## src/design/printable_string_extractor_macros.svh

```systemverilog
// assertion macros shared by the printable string extractor modules
`ifndef PRINTABLE_STRING_EXTRACTOR_MACROS_SVH
`define PRINTABLE_STRING_EXTRACTOR_MACROS_SVH

// same-cycle implication, disabled while reset is asserted
`define PSE_ASSERT_IMP(name, clk, rst_n, ante, cons) \
	name: assert property (@(posedge clk) disable iff (!(rst_n)) (ante) |-> (cons)) \
		else $error("%m: check failed");

// next-cycle implication, disabled while reset is asserted
`define PSE_ASSERT_NXT(name, clk, rst_n, ante, cons) \
	name: assert property (@(posedge clk) disable iff (!(rst_n)) (ante) |=> (cons)) \
		else $error("%m: check failed");

`endif

```

## src/design/pse_pkg.sv

```systemverilog
// shared types and constants of the printable string extractor
`default_nettype none

package pse_pkg;

	// register and field widths
	localparam int CFG_W = 5;
	localparam int MIN_LENGTH_RESET = 4;
	localparam int MAX_MIN_LENGTH_DEF = 16;

	// index field of a command, wide enough for the largest supported buffer (64)
	localparam int CMD_IDX_W = 6;

	// depth of the command queue between front and back
	localparam int FIFO_DEPTH = 2;

	// printable character range plus horizontal tab
	localparam logic [7:0] PRINT_LO = 8'h20;
	localparam logic [7:0] PRINT_HI = 8'h7E;
	localparam logic [7:0] CHAR_TAB = 8'h09;

	// work handed from front to back
	typedef enum logic [1:0] {
		CMD_STORE,
		CMD_PASS,
		CMD_RELEASE,
		CMD_TERM
	} cmd_op_t;

	typedef struct packed {
		cmd_op_t              op;
		logic [7:0]           data;
		logic                 term;
		logic [CMD_IDX_W-1:0] idx;
	} cmd_t;

	typedef enum logic [1:0] {
		BK_IDLE,
		BK_RELEASE,
		BK_TERM
	} back_state_t;

endpackage

`default_nettype wire

```

## src/design/pse_if.sv

```systemverilog
// valid/ready stream interfaces for input bytes and output characters
`default_nettype none

interface pse_in_if;
	logic       valid;
	logic       ready;
	logic [7:0] byte_value;
	logic       end_of_data;

	modport source (output valid, output byte_value, output end_of_data, input ready);
	modport sink (input valid, input byte_value, input end_of_data, output ready);
endinterface

interface pse_out_if;
	logic       valid;
	logic       ready;
	logic [7:0] char_out;
	logic       string_end;
	logic       last_result;

	modport source (output valid, output char_out, output string_end, output last_result,
		input ready);
	modport sink (input valid, input char_out, input string_end, input last_result,
		output ready);
endinterface

`default_nettype wire

```

## src/design/pse_cmd_fifo.sv

```systemverilog
// small register queue carrying commands from front to back
`default_nettype none
`include "printable_string_extractor_macros.svh"

module pse_cmd_fifo (
	input  wire logic         clk,
	input  wire logic         arst_n,
	input  wire logic         push_valid,
	output logic              push_ready,
	input  pse_pkg::cmd_t     push_cmd,
	output logic              pop_valid,
	input  wire logic         pop_ready,
	output pse_pkg::cmd_t     pop_cmd
);

	localparam int DEPTH = pse_pkg::FIFO_DEPTH;
	localparam int PW = (DEPTH > 1) ? $clog2(DEPTH) : 1;
	localparam int CW = $clog2(DEPTH + 1);

	pse_pkg::cmd_t entries_q [DEPTH];
	logic [PW-1:0] wr_ptr_q;
	logic [PW-1:0] rd_ptr_q;
	logic [CW-1:0] count_q;
	logic          do_push;
	logic          do_pop;

	// handshake status
	assign push_ready = (count_q != CW'(DEPTH));
	assign pop_valid  = (count_q != '0);
	assign pop_cmd    = entries_q[rd_ptr_q];
	assign do_push    = push_valid && push_ready;
	assign do_pop     = pop_valid && pop_ready;

	// pointers and fill level
	always_ff @(posedge clk or negedge arst_n) begin
		if (!arst_n) begin
			wr_ptr_q <= '0;
			rd_ptr_q <= '0;
			count_q  <= '0;
		end else begin
			if (do_push) begin
				wr_ptr_q <= (wr_ptr_q == PW'(DEPTH - 1)) ? '0 : wr_ptr_q + 1'b1;
			end
			if (do_pop) begin
				rd_ptr_q <= (rd_ptr_q == PW'(DEPTH - 1)) ? '0 : rd_ptr_q + 1'b1;
			end
			if (do_push && !do_pop) begin
				count_q <= count_q + 1'b1;
			end else if (do_pop && !do_push) begin
				count_q <= count_q - 1'b1;
			end
		end
	end

	// storage
	always_ff @(posedge clk) begin
		if (do_push) begin
			entries_q[wr_ptr_q] <= push_cmd;
		end
	end

	`PSE_ASSERT_IMP(a_fifo_level, clk, arst_n, 1'b1, count_q <= CW'(DEPTH))

endmodule

`default_nettype wire

```

## src/design/pse_front.sv

```systemverilog
// front end: accepts bytes, tracks the current run and issues commands
`default_nettype none
`include "printable_string_extractor_macros.svh"

module pse_front #(
	parameter int MAX_MIN_LENGTH = pse_pkg::MAX_MIN_LENGTH_DEF
) (
	input  wire logic                     clk,
	input  wire logic                     arst_n,
	pse_in_if.sink                        byte_stream,
	input  wire logic                     cfg_wen,
	input  wire logic [pse_pkg::CFG_W-1:0] cfg_wdata,
	output logic                          push_valid,
	input  wire logic                     push_ready,
	output pse_pkg::cmd_t                 push_cmd
);

	localparam int AW = $clog2(MAX_MIN_LENGTH);
	localparam int CW = $clog2(MAX_MIN_LENGTH + 1);

	logic [pse_pkg::CFG_W-1:0] min_q;
	logic [AW-1:0]             count_q;
	logic                      released_q;
	logic [CW-1:0]             eff_min;
	logic [CW-1:0]             count_inc;
	logic                      printable;
	logic                      reaches_min;
	logic                      accept;
	logic                      need_cmd;

	// classify the incoming byte
	always_comb begin
		printable = byte_stream.byte_value inside
			{[pse_pkg::PRINT_LO:pse_pkg::PRINT_HI], pse_pkg::CHAR_TAB};
	end

	// clamp the minimum length to between one and the buffer size
	always_comb begin
		if (min_q == '0) begin
			eff_min = CW'(1);
		end else if (32'(min_q) > MAX_MIN_LENGTH) begin
			eff_min = CW'(MAX_MIN_LENGTH);
		end else begin
			eff_min = CW'(min_q);
		end
	end

	assign count_inc   = CW'(count_q) + 1'b1;
	assign reaches_min = (count_inc >= eff_min);
	assign accept      = byte_stream.valid && push_ready;
	assign byte_stream.ready = push_ready;

	// command for this byte
	always_comb begin
		need_cmd      = 1'b0;
		push_cmd.op   = pse_pkg::CMD_STORE;
		push_cmd.data = byte_stream.byte_value;
		push_cmd.term = byte_stream.end_of_data;
		push_cmd.idx  = pse_pkg::CMD_IDX_W'(count_q);
		if (printable) begin
			if (released_q) begin
				need_cmd    = 1'b1;
				push_cmd.op = pse_pkg::CMD_PASS;
			end else if (reaches_min) begin
				need_cmd    = 1'b1;
				push_cmd.op = pse_pkg::CMD_RELEASE;
			end else if (!byte_stream.end_of_data) begin
				need_cmd    = 1'b1;
				push_cmd.op = pse_pkg::CMD_STORE;
			end
		end else if (released_q) begin
			need_cmd    = 1'b1;
			push_cmd.op = pse_pkg::CMD_TERM;
		end
	end

	assign push_valid = byte_stream.valid && need_cmd;

	// run tracking and configuration register
	always_ff @(posedge clk or negedge arst_n) begin
		if (!arst_n) begin
			min_q      <= pse_pkg::CFG_W'(pse_pkg::MIN_LENGTH_RESET);
			count_q    <= '0;
			released_q <= 1'b0;
		end else begin
			if (cfg_wen) begin
				min_q <= cfg_wdata;
			end
			if (accept) begin
				if (!printable || byte_stream.end_of_data) begin
					count_q    <= '0;
					released_q <= 1'b0;
				end else if (!released_q && reaches_min) begin
					count_q    <= '0;
					released_q <= 1'b1;
				end else if (!released_q) begin
					count_q <= AW'(count_inc);
				end
			end
		end
	end

	`PSE_ASSERT_IMP(a_released_empty, clk, arst_n, released_q, count_q == '0)
	`PSE_ASSERT_NXT(a_eod_closes, clk, arst_n, accept && byte_stream.end_of_data,
		!released_q && count_q == '0)

endmodule

`default_nettype wire

```

## src/design/pse_back.sv

```systemverilog
// back end: holds the run prefix and emits characters and terminators
`default_nettype none
`include "printable_string_extractor_macros.svh"

module pse_back #(
	parameter int MAX_MIN_LENGTH = pse_pkg::MAX_MIN_LENGTH_DEF
) (
	input  wire logic     clk,
	input  wire logic     arst_n,
	input  wire logic     pop_valid,
	output logic          pop_ready,
	input  pse_pkg::cmd_t pop_cmd,
	pse_out_if.source     char_stream
);

	localparam int AW = $clog2(MAX_MIN_LENGTH);

	pse_pkg::back_state_t state_q;
	pse_pkg::back_state_t state_d;

	logic [7:0]    run_buffer_q [MAX_MIN_LENGTH];
	logic [7:0]    rd_q;
	logic [AW-1:0] ptr_q;
	logic [AW-1:0] ptr_d;
	logic [AW-1:0] last_idx_q;
	logic [7:0]    data_q;
	logic          term_q;
	logic          load_cmd;
	logic          mem_we;
	logic          slot_free;
	logic          emit;
	logic [7:0]    e_char;
	logic          e_end;
	logic          e_last;
	logic          out_valid_q;
	logic [7:0]    out_char_q;
	logic          out_end_q;
	logic          out_last_q;

	assign slot_free = !out_valid_q || char_stream.ready;

	// next state, queue pop and emission
	always_comb begin
		state_d   = state_q;
		ptr_d     = ptr_q;
		pop_ready = 1'b0;
		load_cmd  = 1'b0;
		mem_we    = 1'b0;
		emit      = 1'b0;
		e_char    = '0;
		e_end     = 1'b0;
		e_last    = 1'b0;
		case (state_q)
			pse_pkg::BK_IDLE: begin
				ptr_d = '0;
				if (pop_valid) begin
					case (pop_cmd.op)
						pse_pkg::CMD_STORE: begin
							pop_ready = 1'b1;
							mem_we    = 1'b1;
						end
						pse_pkg::CMD_RELEASE: begin
							pop_ready = 1'b1;
							load_cmd  = 1'b1;
							state_d   = pse_pkg::BK_RELEASE;
						end
						pse_pkg::CMD_PASS: begin
							if (slot_free) begin
								pop_ready = 1'b1;
								emit      = 1'b1;
								e_char    = pop_cmd.data;
								e_last    = !pop_cmd.term;
								if (pop_cmd.term) begin
									state_d = pse_pkg::BK_TERM;
								end
							end
						end
						pse_pkg::CMD_TERM: begin
							if (slot_free) begin
								pop_ready = 1'b1;
								emit      = 1'b1;
								e_end     = 1'b1;
								e_last    = 1'b1;
							end
						end
						default: begin
							pop_ready = 1'b1;
						end
					endcase
				end
			end
			pse_pkg::BK_RELEASE: begin
				if (slot_free) begin
					emit = 1'b1;
					if (ptr_q == last_idx_q) begin
						// the byte that completed the run comes from the command itself
						e_char  = data_q;
						e_last  = !term_q;
						ptr_d   = '0;
						state_d = term_q ? pse_pkg::BK_TERM : pse_pkg::BK_IDLE;
					end else begin
						e_char = rd_q;
						ptr_d  = ptr_q + 1'b1;
					end
				end
			end
			pse_pkg::BK_TERM: begin
				if (slot_free) begin
					emit    = 1'b1;
					e_end   = 1'b1;
					e_last  = 1'b1;
					state_d = pse_pkg::BK_IDLE;
				end
			end
			default: begin
				state_d = pse_pkg::BK_IDLE;
			end
		endcase
	end

	// control registers
	always_ff @(posedge clk or negedge arst_n) begin
		if (!arst_n) begin
			state_q     <= pse_pkg::BK_IDLE;
			ptr_q       <= '0;
			out_valid_q <= 1'b0;
		end else begin
			state_q <= state_d;
			ptr_q   <= ptr_d;
			if (emit) begin
				out_valid_q <= 1'b1;
			end else if (char_stream.ready) begin
				out_valid_q <= 1'b0;
			end
		end
	end

	// held command and output payload
	always_ff @(posedge clk) begin
		if (load_cmd) begin
			data_q     <= pop_cmd.data;
			term_q     <= pop_cmd.term;
			last_idx_q <= AW'(pop_cmd.idx);
		end
		if (emit) begin
			out_char_q <= e_char;
			out_end_q  <= e_end;
			out_last_q <= e_last;
		end
	end

	// run prefix buffer with registered read
	always_ff @(posedge clk) begin
		if (mem_we) begin
			run_buffer_q[AW'(pop_cmd.idx)] <= pop_cmd.data;
		end
		rd_q <= run_buffer_q[ptr_d];
	end

	assign char_stream.valid       = out_valid_q;
	assign char_stream.char_out    = out_char_q;
	assign char_stream.string_end  = out_end_q;
	assign char_stream.last_result = out_last_q;

	`PSE_ASSERT_IMP(a_term_is_last, clk, arst_n, out_valid_q && out_end_q,
		out_last_q && out_char_q == '0)
	`PSE_ASSERT_IMP(a_ptr_in_run, clk, arst_n, state_q == pse_pkg::BK_RELEASE,
		ptr_q <= last_idx_q)

endmodule

`default_nettype wire

```

## src/design/printable_string_extractor.sv

```systemverilog
// Printable string extractor: finds runs of printable bytes in a byte stream.
// byte_stream carries one data byte per transaction with an end_of_data flag;
// char_stream carries the characters of each reported string, then a
// terminator transaction (string_end = 1, char_out = 0). last_result marks the
// final transaction caused by one input byte. cfg_wen/cfg_wdata write
// min_length (reset 4), taken as 1 when zero and capped at MAX_MIN_LENGTH.
// A passed-through character reaches char_stream through the command queue
// and the output register. The front takes one byte per cycle while the
// command queue has room; a byte that completes a run occupies the back end
// for the command pop, then one character per cycle from the prefix memory
// while char_stream takes them, then the command's own character, and a
// terminator follows when the string ends. The two-entry command queue lets the
// front queue up to two more commands meanwhile before byte_stream.ready falls.
// Reset clears the run state and the output valid flag; the prefix buffer is
// not cleared, only entries written in the current run are read.
// When char_stream stalls, the output register holds its transaction, the
// back end stops emitting, and byte_stream.ready falls once the queue is full.
`default_nettype none

module printable_string_extractor #(
	parameter int MAX_MIN_LENGTH = pse_pkg::MAX_MIN_LENGTH_DEF
) (
	input  wire logic                      clk,
	input  wire logic                      arst_n,
	pse_in_if.sink                         byte_stream,
	pse_out_if.source                      char_stream,
	input  wire logic                      cfg_wen,
	input  wire logic [pse_pkg::CFG_W-1:0] cfg_wdata
);

	logic          push_valid;
	logic          push_ready;
	pse_pkg::cmd_t push_cmd;
	logic          pop_valid;
	logic          pop_ready;
	pse_pkg::cmd_t pop_cmd;

	// classification and run tracking
	pse_front #(
		.MAX_MIN_LENGTH(MAX_MIN_LENGTH)
	) u_front (
		.clk        (clk),
		.arst_n     (arst_n),
		.byte_stream(byte_stream),
		.cfg_wen    (cfg_wen),
		.cfg_wdata  (cfg_wdata),
		.push_valid (push_valid),
		.push_ready (push_ready),
		.push_cmd   (push_cmd)
	);

	// decoupling queue
	pse_cmd_fifo u_fifo (
		.clk       (clk),
		.arst_n    (arst_n),
		.push_valid(push_valid),
		.push_ready(push_ready),
		.push_cmd  (push_cmd),
		.pop_valid (pop_valid),
		.pop_ready (pop_ready),
		.pop_cmd   (pop_cmd)
	);

	// prefix buffer and output sequencing
	pse_back #(
		.MAX_MIN_LENGTH(MAX_MIN_LENGTH)
	) u_back (
		.clk        (clk),
		.arst_n     (arst_n),
		.pop_valid  (pop_valid),
		.pop_ready  (pop_ready),
		.pop_cmd    (pop_cmd),
		.char_stream(char_stream)
	);

endmodule

`default_nettype wire

```

## src/flat_wrapper.sv

```systemverilog
// flat-port wrapper written by rule: the top's interface ports become plain ports
module printable_string_extractor_flat 
#(
	parameter int MAX_MIN_LENGTH = pse_pkg::MAX_MIN_LENGTH_DEF
)
  (clk, arst_n, cfg_wen, cfg_wdata, byte_stream_valid, byte_stream_byte_value, byte_stream_end_of_data, byte_stream_ready, char_stream_valid, char_stream_char_out, char_stream_string_end, char_stream_last_result, char_stream_ready);
  pse_in_if byte_stream_i ();
  pse_out_if char_stream_i ();
  input  wire logic clk;
  input  wire logic arst_n;
  input  wire logic cfg_wen;
  input  wire logic [pse_pkg::CFG_W-1:0] cfg_wdata;
  input wire logic [$bits(byte_stream_i.valid)-1:0] byte_stream_valid;
  input wire logic [$bits(byte_stream_i.byte_value)-1:0] byte_stream_byte_value;
  input wire logic [$bits(byte_stream_i.end_of_data)-1:0] byte_stream_end_of_data;
  output wire logic [$bits(byte_stream_i.ready)-1:0] byte_stream_ready;
  output wire logic [$bits(char_stream_i.valid)-1:0] char_stream_valid;
  output wire logic [$bits(char_stream_i.char_out)-1:0] char_stream_char_out;
  output wire logic [$bits(char_stream_i.string_end)-1:0] char_stream_string_end;
  output wire logic [$bits(char_stream_i.last_result)-1:0] char_stream_last_result;
  input wire logic [$bits(char_stream_i.ready)-1:0] char_stream_ready;
  assign byte_stream_i.valid = byte_stream_valid;
  assign byte_stream_i.byte_value = byte_stream_byte_value;
  assign byte_stream_i.end_of_data = byte_stream_end_of_data;
  assign byte_stream_ready = byte_stream_i.ready;
  assign char_stream_valid = char_stream_i.valid;
  assign char_stream_char_out = char_stream_i.char_out;
  assign char_stream_string_end = char_stream_i.string_end;
  assign char_stream_last_result = char_stream_i.last_result;
  assign char_stream_i.ready = char_stream_ready;
  printable_string_extractor #(.MAX_MIN_LENGTH(MAX_MIN_LENGTH)) u_core (.clk(clk), .arst_n(arst_n), .byte_stream(byte_stream_i), .char_stream(char_stream_i), .cfg_wen(cfg_wen), .cfg_wdata(cfg_wdata));
endmodule
```

## config.mk

```make
export PLATFORM = sky130hd
export DESIGN_NAME = printable_string_extractor_flat
export DESIGN_NICKNAME = d
export VERILOG_FILES = /design/src/design/pse_pkg.sv /design/src/design/pse_if.sv /design/src/design/pse_cmd_fifo.sv /design/src/design/pse_front.sv /design/src/design/pse_back.sv /design/src/design/printable_string_extractor.sv /design/src/flat_wrapper.sv
export VERILOG_INCLUDE_DIRS = /design/src /design/src/design
export SDC_FILE = /design/constraint.sdc
export NUM_CORES = 1
export LEC_CHECK = 0
export BUFFER_PORTS_ARGS = -buffer_cell sky130_fd_sc_hd__buf_4
export CAP_MARGIN = 0
export CORE_UTILIZATION = 53
export CTS_BUF_LIST = sky130_fd_sc_hd__clkbuf_4 sky130_fd_sc_hd__clkbuf_8 sky130_fd_sc_hd__clkbuf_16
export CTS_CLUSTER_DIAMETER = 80
export DETAILED_ROUTE_END_ITERATION = 10
export PLACE_DENSITY = 0.79
export SKIP_LAST_GASP = 1
export SYNTH_ARGS = -nofsm -noshare
export SYNTH_HDL_FRONTEND = slang
export SYNTH_SLANG_ARGS = --single-unit
```

## constraint.sdc

```tcl
create_clock -name clk -period 3.5 [get_ports clk]
set_clock_uncertainty 0.05 [all_clocks]
set_input_delay 0.175 -clock clk [delete_from_list [all_inputs] [get_ports clk]]
set_output_delay 0.175 -clock clk [all_outputs]
set_load 0.03 [all_outputs]
```

After elaboration in Yosys (flattened, before gate mapping)

Memories as Yosys holds them, arrays and structs flattened. A register that Yosys moved wholly into a read port is not among the register bits.
Index checks and enable logic that the tools add are counted.
W data, S select, Z words.

Latch bits: 0
RAM bits: 158
Memories kept: 2
Memory bits (read-only): 0
Output and inout port bits: 12
Bits in registers: 44

Equal/unequal tests: 16
Div/mod/pow operators: 0
Shift-type cells: 0
$mul: 0
Reductions and logical operators: 31
Bitwise gates (word level): 0
Order comparisons: 4
Muxes and demuxes: 66
Add/sub/neg operators: 6

Memory list:

| memory                     | words | width | read ports | clocked after Yosys merged registers in | write ports | line               | text |
|---|---|---|---|---|---|---|---|
| u_core.u_back.run_buffer_q | 16    | 8     | 1          | 1                                       | 1           | pse_back.sv:21     | `logic [7:0] run_buffer_q [MAX_MIN_LENGTH];` |
| u_core.u_fifo.entries_q    | 2     | 15    | 1          | 0                                       | 1           | pse_cmd_fifo.sv:20 | `pse_pkg::cmd_t entries_q [DEPTH];` |

Operator list:

| cell                  | count |
|---|---|
| $mux W8               | 5 |
| $mux W1               | 32 |
| $mux W2               | 13 |
| $mux W4               | 5 |
| $pmux W8 S2           | 1 |
| $mux W5               | 2 |
| $reduce_bool A2 Y1    | 5 |
| $eq A8 B4 Y1 const B  | 1 |
| $ge A8 B6 Y1 const B  | 1 |
| $le A8 B7 Y1 const B  | 1 |
| $logic_and A1 B1 Y1   | 8 |
| $ne A2 B2 Y1 const B  | 4 |
| $pmux W1 S2           | 4 |
| $pmux W4 S2           | 1 |
| $logic_not A1 Y1      | 7 |
| $reduce_and A7 Y1     | 1 |
| $eq A2 B2 Y1 const B  | 3 |
| $ne A3 B1 Y1 const B  | 2 |
| $ne A3 B3 Y1 const B  | 2 |
| $pmux W2 S3           | 1 |
| $reduce_or A2 Y1      | 3 |
| $add A4 B1 Y5 const B | 1 |
| $ge A5 B5 Y1          | 1 |
| $gt A5 B5 Y1 const B  | 1 |
| other kinds (13)      | 18 |

Logic depth before layout (Yosys ltp)

Word-level depth: 13
Mapped depth: 14
Depth with buffers taken out: 14

Cells and area by module

Synthesis repeated with hierarchy kept, for this count alone.

Cell total of the unflattened synthesis: 640
Area total of the unflattened synthesis: 9258.9 um2

Modules (own cells, without submodules):

| module       | times used | area an instance (um2) | cells an instance | sequential area each (um2) |
|---|---|---|---|---|
| pse_back     | 1          | 6980.4                 | 484               | 4869.7 |
| pse_cmd_fifo | 1          | 1473.9                 | 71                | 1121.1 |
| pse_front    | 1          | 804.5                  | 85                | 251.5 |

Least setup slack after synthesis

Ideal clock, no wire load.

Kind: reg2reg
Start: reg u_core.u_front.min_q[2] (netlist bit)
End: mem u_core.u_fifo.entries_q[1][0] (netlist bit) (enable)
Setup slack: 0.627 ns
Cell stages (with the launch flop): 11
Buffers on the path: 0
Arrival time: 2.436 ns
Path through: dfstp_2 -> nor3_1 -> nor2_1 -> nor2_1 -> ha_1 -> nand2b_1 -> a21o_1 -> a21oi_1 -> o21ai_0 -> o221ai_1 -> nor2_1

Word-level cells in the longest chain between the ends: 11
Elaborated cells between the ends (all ways): 12
Classes of those cells: 2 x order compare; 7 x mux; 3 x reduce/logical

RTL lines:

| element                           | line               | text |
|---|---|---|
| start: declaration                | pse_front.sv:21    | `logic [pse_pkg::CFG_W-1:0] min_q;` |
| start signal: assignment          | pse_front.sv:82    | `min_q <= pse_pkg::CFG_W'(pse_pkg::MIN_LENGTH_RESET);` |
| start signal: assignment          | pse_front.sv:87    | `min_q <= cfg_wdata;` |
| $gt A5 B5 Y1                      | pse_front.sv:41    | `end else if (32'(min_q) > MAX_MIN_LENGTH) begin` |
| $mux W5                           | pse_front.sv:41    |  |
| $mux W5 (*)                       | pse_front.sv:39    | `if (min_q == '0) begin` |
| $ge A5 B5 Y1 (*)                  | pse_front.sv:49    | `assign reaches_min = (count_inc >= eff_min);` |
| $mux W1 (*)                       | pse_front.sv:64    | `end else if (reaches_min) begin` |
| $mux W1 (*)                       | pse_front.sv:61    | `if (released_q) begin` |
| $mux W1 (*)                       | pse_front.sv:60    | `if (printable) begin` |
| $logic_and A1 B1 Y1 (*)           | pse_front.sv:77    | `assign push_valid = byte_stream.valid && need_cmd;` |
| $logic_and A1 B1 Y1 (*)           | pse_cmd_fifo.sv:31 | `assign do_push = push_valid && push_ready;` |
| $mux W1 (*)                       | pse_cmd_fifo.sv:57 | `if (do_push) begin` |
| $mux W1 (not written as such) (*) | pse_cmd_fifo.sv:58 | `entries_q[wr_ptr_q] <= push_cmd;` |
| end: declaration                  | pse_cmd_fifo.sv:20 |  |

Mark *: on every way between the ends. The rest lies on a longest branch, timed or not.

Worst setup path after layout

Start: reg u_core.u_back.state_q[1]
End: reg u_core.u_back.rd_q[0] (read register of u_core.u_back.run_buffer_q)

Word-level cells in the longest chain between the ends: 2
Elaborated cells between the ends (all ways): 3
Classes of those cells: 1 x eq/ne; 1 x mux; 1 x reduce/logical

RTL lines:

| element                                                 | line            | text |
|---|---|---|
| start: declaration                                      | pse_back.sv:18  | `pse_pkg::back_state_t state_q;` |
| start signal: assignment                                | pse_back.sv:124 | `state_q <= pse_pkg::BK_IDLE;` |
| start signal: assignment                                | pse_back.sv:128 | `state_q <= state_d;` |
| $eq A2 B1 Y1 / $logic_not A2 Y1 (equally long branches) | pse_back.sv:53  | `case (state_q)` |
| $pmux W4 S2 (*)                                         | pse_back.sv:53  |  |
| end: declaration                                        | pse_back.sv:22  | `logic [7:0] rd_q;` |

Marks and branches as above.
A chain may end at the register's enable or synchronous reset.

==> run summary <==
routability cong.: 0.8964
setup TNS: 0 ns
Worst Hold Class: input port to flop
IO Count: 31
DR vias: 5520
top_reg_cell synth: edfxtp_1
root buffer cell: clkbuf_16
CTS max path bufs: 3
post-CTS resize count: 0
total gr overflow: 0
outcome: complete, no violations
Final period util: 91.16%
multi-input logic area: 2599 µm²
YS warnings: 0
placed inst area: 9463 µm²
Die Ht: 133.1 µm
DR pass1 iterations: 5
met2 routed WL: 9.479 mm
total power: 8.166 mW
Post-Syn Area: 9105 µm²
number of routed nets with antenna violations: 0
Final Hold Fails: 0
worst slew pin tran: 0.8745 ns
CP Data Required Time: 3.88 ns
hold buffer count at CTS: 22
total wire length: 19.63 mm
layout cells sized above 1: 15.83%
number of synthesized flops with an enable pin: 181
Synth cell types: 61
clk slew on worst S/H paths: 0.06 ns
first-pass GRT wire length: 31.17 mm
DIE WIDTH: 133.1 µm
FP Rows: 47
fin area: 10360 µm²
share of the yosys chip area belonging to registers: 67.24%
commonest cells after routing, fill and taps aside: edfxtp_1 (181), nor2_1 (40), buf_4 (40)
clk_lat worst skew: 0.49 ns
Setup crit end kind: flop
DR WL met3: 1.618 mm
per-cell routed wire length: 21.91 µm
headroom to the max-slew limit: 41.48%
n_diodes: 0
initial core utilization: 54.52%
critical path type: flop to flop
RSZ-0062 raised after global routing: false
core region area: 16700 µm²
CTS tree: yes
initial antenna violation count: 0
H-tree Lvls: 1
final setup fails: 0
Syn Area/Cell: 14.93 µm²
# port buffers: 30
fin crit period: 3.190 ns
CTS Sinks: 210
# Max-Cap Violations: 0
most common cell after layout, fill and taps aside: edfxtp_1
DRC errors left: 0
Leak Pwr: 3.935 nW
ys async rst share: 10.00%
CP arrival: 3.57 ns
syn_nets: 641
Met1 Wirelength: 7.900 mm
Post-CTS Setup Bufs: 0
largest net degree at the start of global routing: 34
crit start category: flop
Initial DRC Count: 485
GR Util All Layers: 23.16%
fin nets: 693
# fillers: 1201
CTS Buf Count: 21
cells after synthesis: 610
synthesis-to-layout area growth: 13.84%
vias in the first global route: 5577
die area: 17710 µm²
hpwl dp: 12.45 mm
R2R Setup Slk: 0.31 ns
Cell Pwr Density: 787.9 nW/µm²
vias per cell: 6.161
Slew Limit Fails: 0
Max IR drop VDD: 0.4300 mV
crit path max fanout: 33
Top Metal Used: met4
register bit total from synthesis: 210
fmax: 313.4 MHz
sequential cell area: 6122 µm²
[synth_stat cells, drive strengths merged (8+ instances only)]
| master | n | area [µm²] |
|---|---|---|
| inv | 40 | 152.6 |
| nand2 | 21 | 81.33 |
| nor2 | 40 | 150.1 |
| ha | 12 | 150.1 |
| and2 | 12 | 75.07 |
| dfxtp | 8 | 160.2 |
| a2111o | 24 | 270.3 |
| dfrtp | 20 | 500.5 |
| o211a | 24 | 240.2 |
| clkbuf | 15 | 56.30 |
| edfxtp | 181 | 5435 |
| o221ai | 9 | 78.83 |
| mux2i | 37 | 370.4 |
| mux2 | 25 | 281.5 |
| nand4 | 10 | 62.56 |
| a21o | 10 | 75.07 |
| buf | 18 | 161.4 |
| a41o | 8 | 80.08 |
| xnor2 | 8 | 70.07 |
| o211ai | 28 | 210.2 |
[worst max-delay path, stage by stage, from the launching register on]
cell      delay (ns)
dfrtp_1         0.41
inv_1           0.11
ha_1            0.35
inv_2           0.11
o211ai_1        0.26
o21a_4          0.46
clkinv_4        0.38
buf_4           0.32
mux2i_1         0.13
a2111o_1        0.42
nand4_1         0.10
[flip-flops by register name (all words and copies together) (netlist names)]
name and count:
u_core.u_back.run_buffer_q 128, u_core.u_fifo.entries_q 30, u_core.u_back.char_stream.char_out 8, u_core.u_back.data_q 8, u_core.u_back.rd_q 8, u_core.u_front.min_q 5, u_core.u_back.last_idx_q 4, u_core.u_back.ptr_q 4
u_core.u_front.count_q 4, u_core.u_back.state_q 2, u_core.u_fifo.count_q 2, u_core.u_back.char_stream.last_result 1, u_core.u_back.char_stream.string_end 1, u_core.u_back.char_stream.valid 1, u_core.u_back.term_q 1, u_core.u_fifo.rd_ptr_q 1
u_core.u_fifo.wr_ptr_q 1, u_core.u_front.released_q 1
[per-layer routing]
| layer | up-vias | GRT usage [%] |
|---|---|---|
| li1 | 2471 | - |
| met1 | 2695 | 30.96 |
| met2 | 303 | 37.84 |
| met3 | 51 | 4.598 |
| met4 | 0 | 8.174 |
| met5 | - | 0 |
[cells by family (layout without fill, tap and decap cells)]
group | Yosys count | after routing | synth area share [%]
AND/OR/NAND/NOR | 106 | 106 | 5.772
adder cells (fa/ha/maj) | 12 | 12 | 1.649
flip-flops | 210 | 210 | 67.24
AO/OA/AOI/OAI | 135 | 135 | 13.00
XOR/XNOR | 10 | 10 | 0.9620
multiplexers | 62 | 62 | 7.160
buffers and inverters | 75 | 141 | 4.219
[per-stage QoR]
stage                     hold WS, ns  util [%]  std cells  setup slack [ns]
final                         0.03563     62.06        896            0.3095
after global routing          0.03272     62.06        896            0.1441
after global placement        0.01941     56.66        837            0.5208
after detailed placement      0.03138     56.66        837            0.3541
after CTS                     0.02038     62.06        896            0.3123
after floorplan               -0.1706         -        610            0.6271
[power by group]
group / switching, mW / internal (mW) / leakage [nW]
clock: 0.905 / 1.29 / 0.338
combinational: 1.64 / 0.908 / 1.63
sequential: 0.208 / 3.22 / 1.97
total: 2.75 / 5.42 / 3.94
[final cells by class]
type | instances | area share, %
well taps | 220 | 2.656
clock inverters | 8 | 0.8088
inverters | 42 | 1.606
multi-input cells | 325 | 25.07
repair buffers | 62 | 5.022
clock buffers | 29 | 5.770
flip-flops and latches | 210 | 59.07
[final timing paths]
path,end,cells after the start,from
max in group asynchronous,u_core.u_front.min_q[2],2,arst_n
min,u_core.u_front.released_q,3,byte_stream_valid
max reg2reg,u_core.u_back.rd_q[0],10,u_core.u_back.state_q[1]
min in group asynchronous,u_core.u_back.ptr_q[3],2,arst_n
max,u_core.u_back.rd_q[0],10,u_core.u_back.state_q[1]
min reg2reg,u_core.u_fifo.count_q[1],1,u_core.u_fifo.count_q[1]
Power figures use the tool's default switching activity.
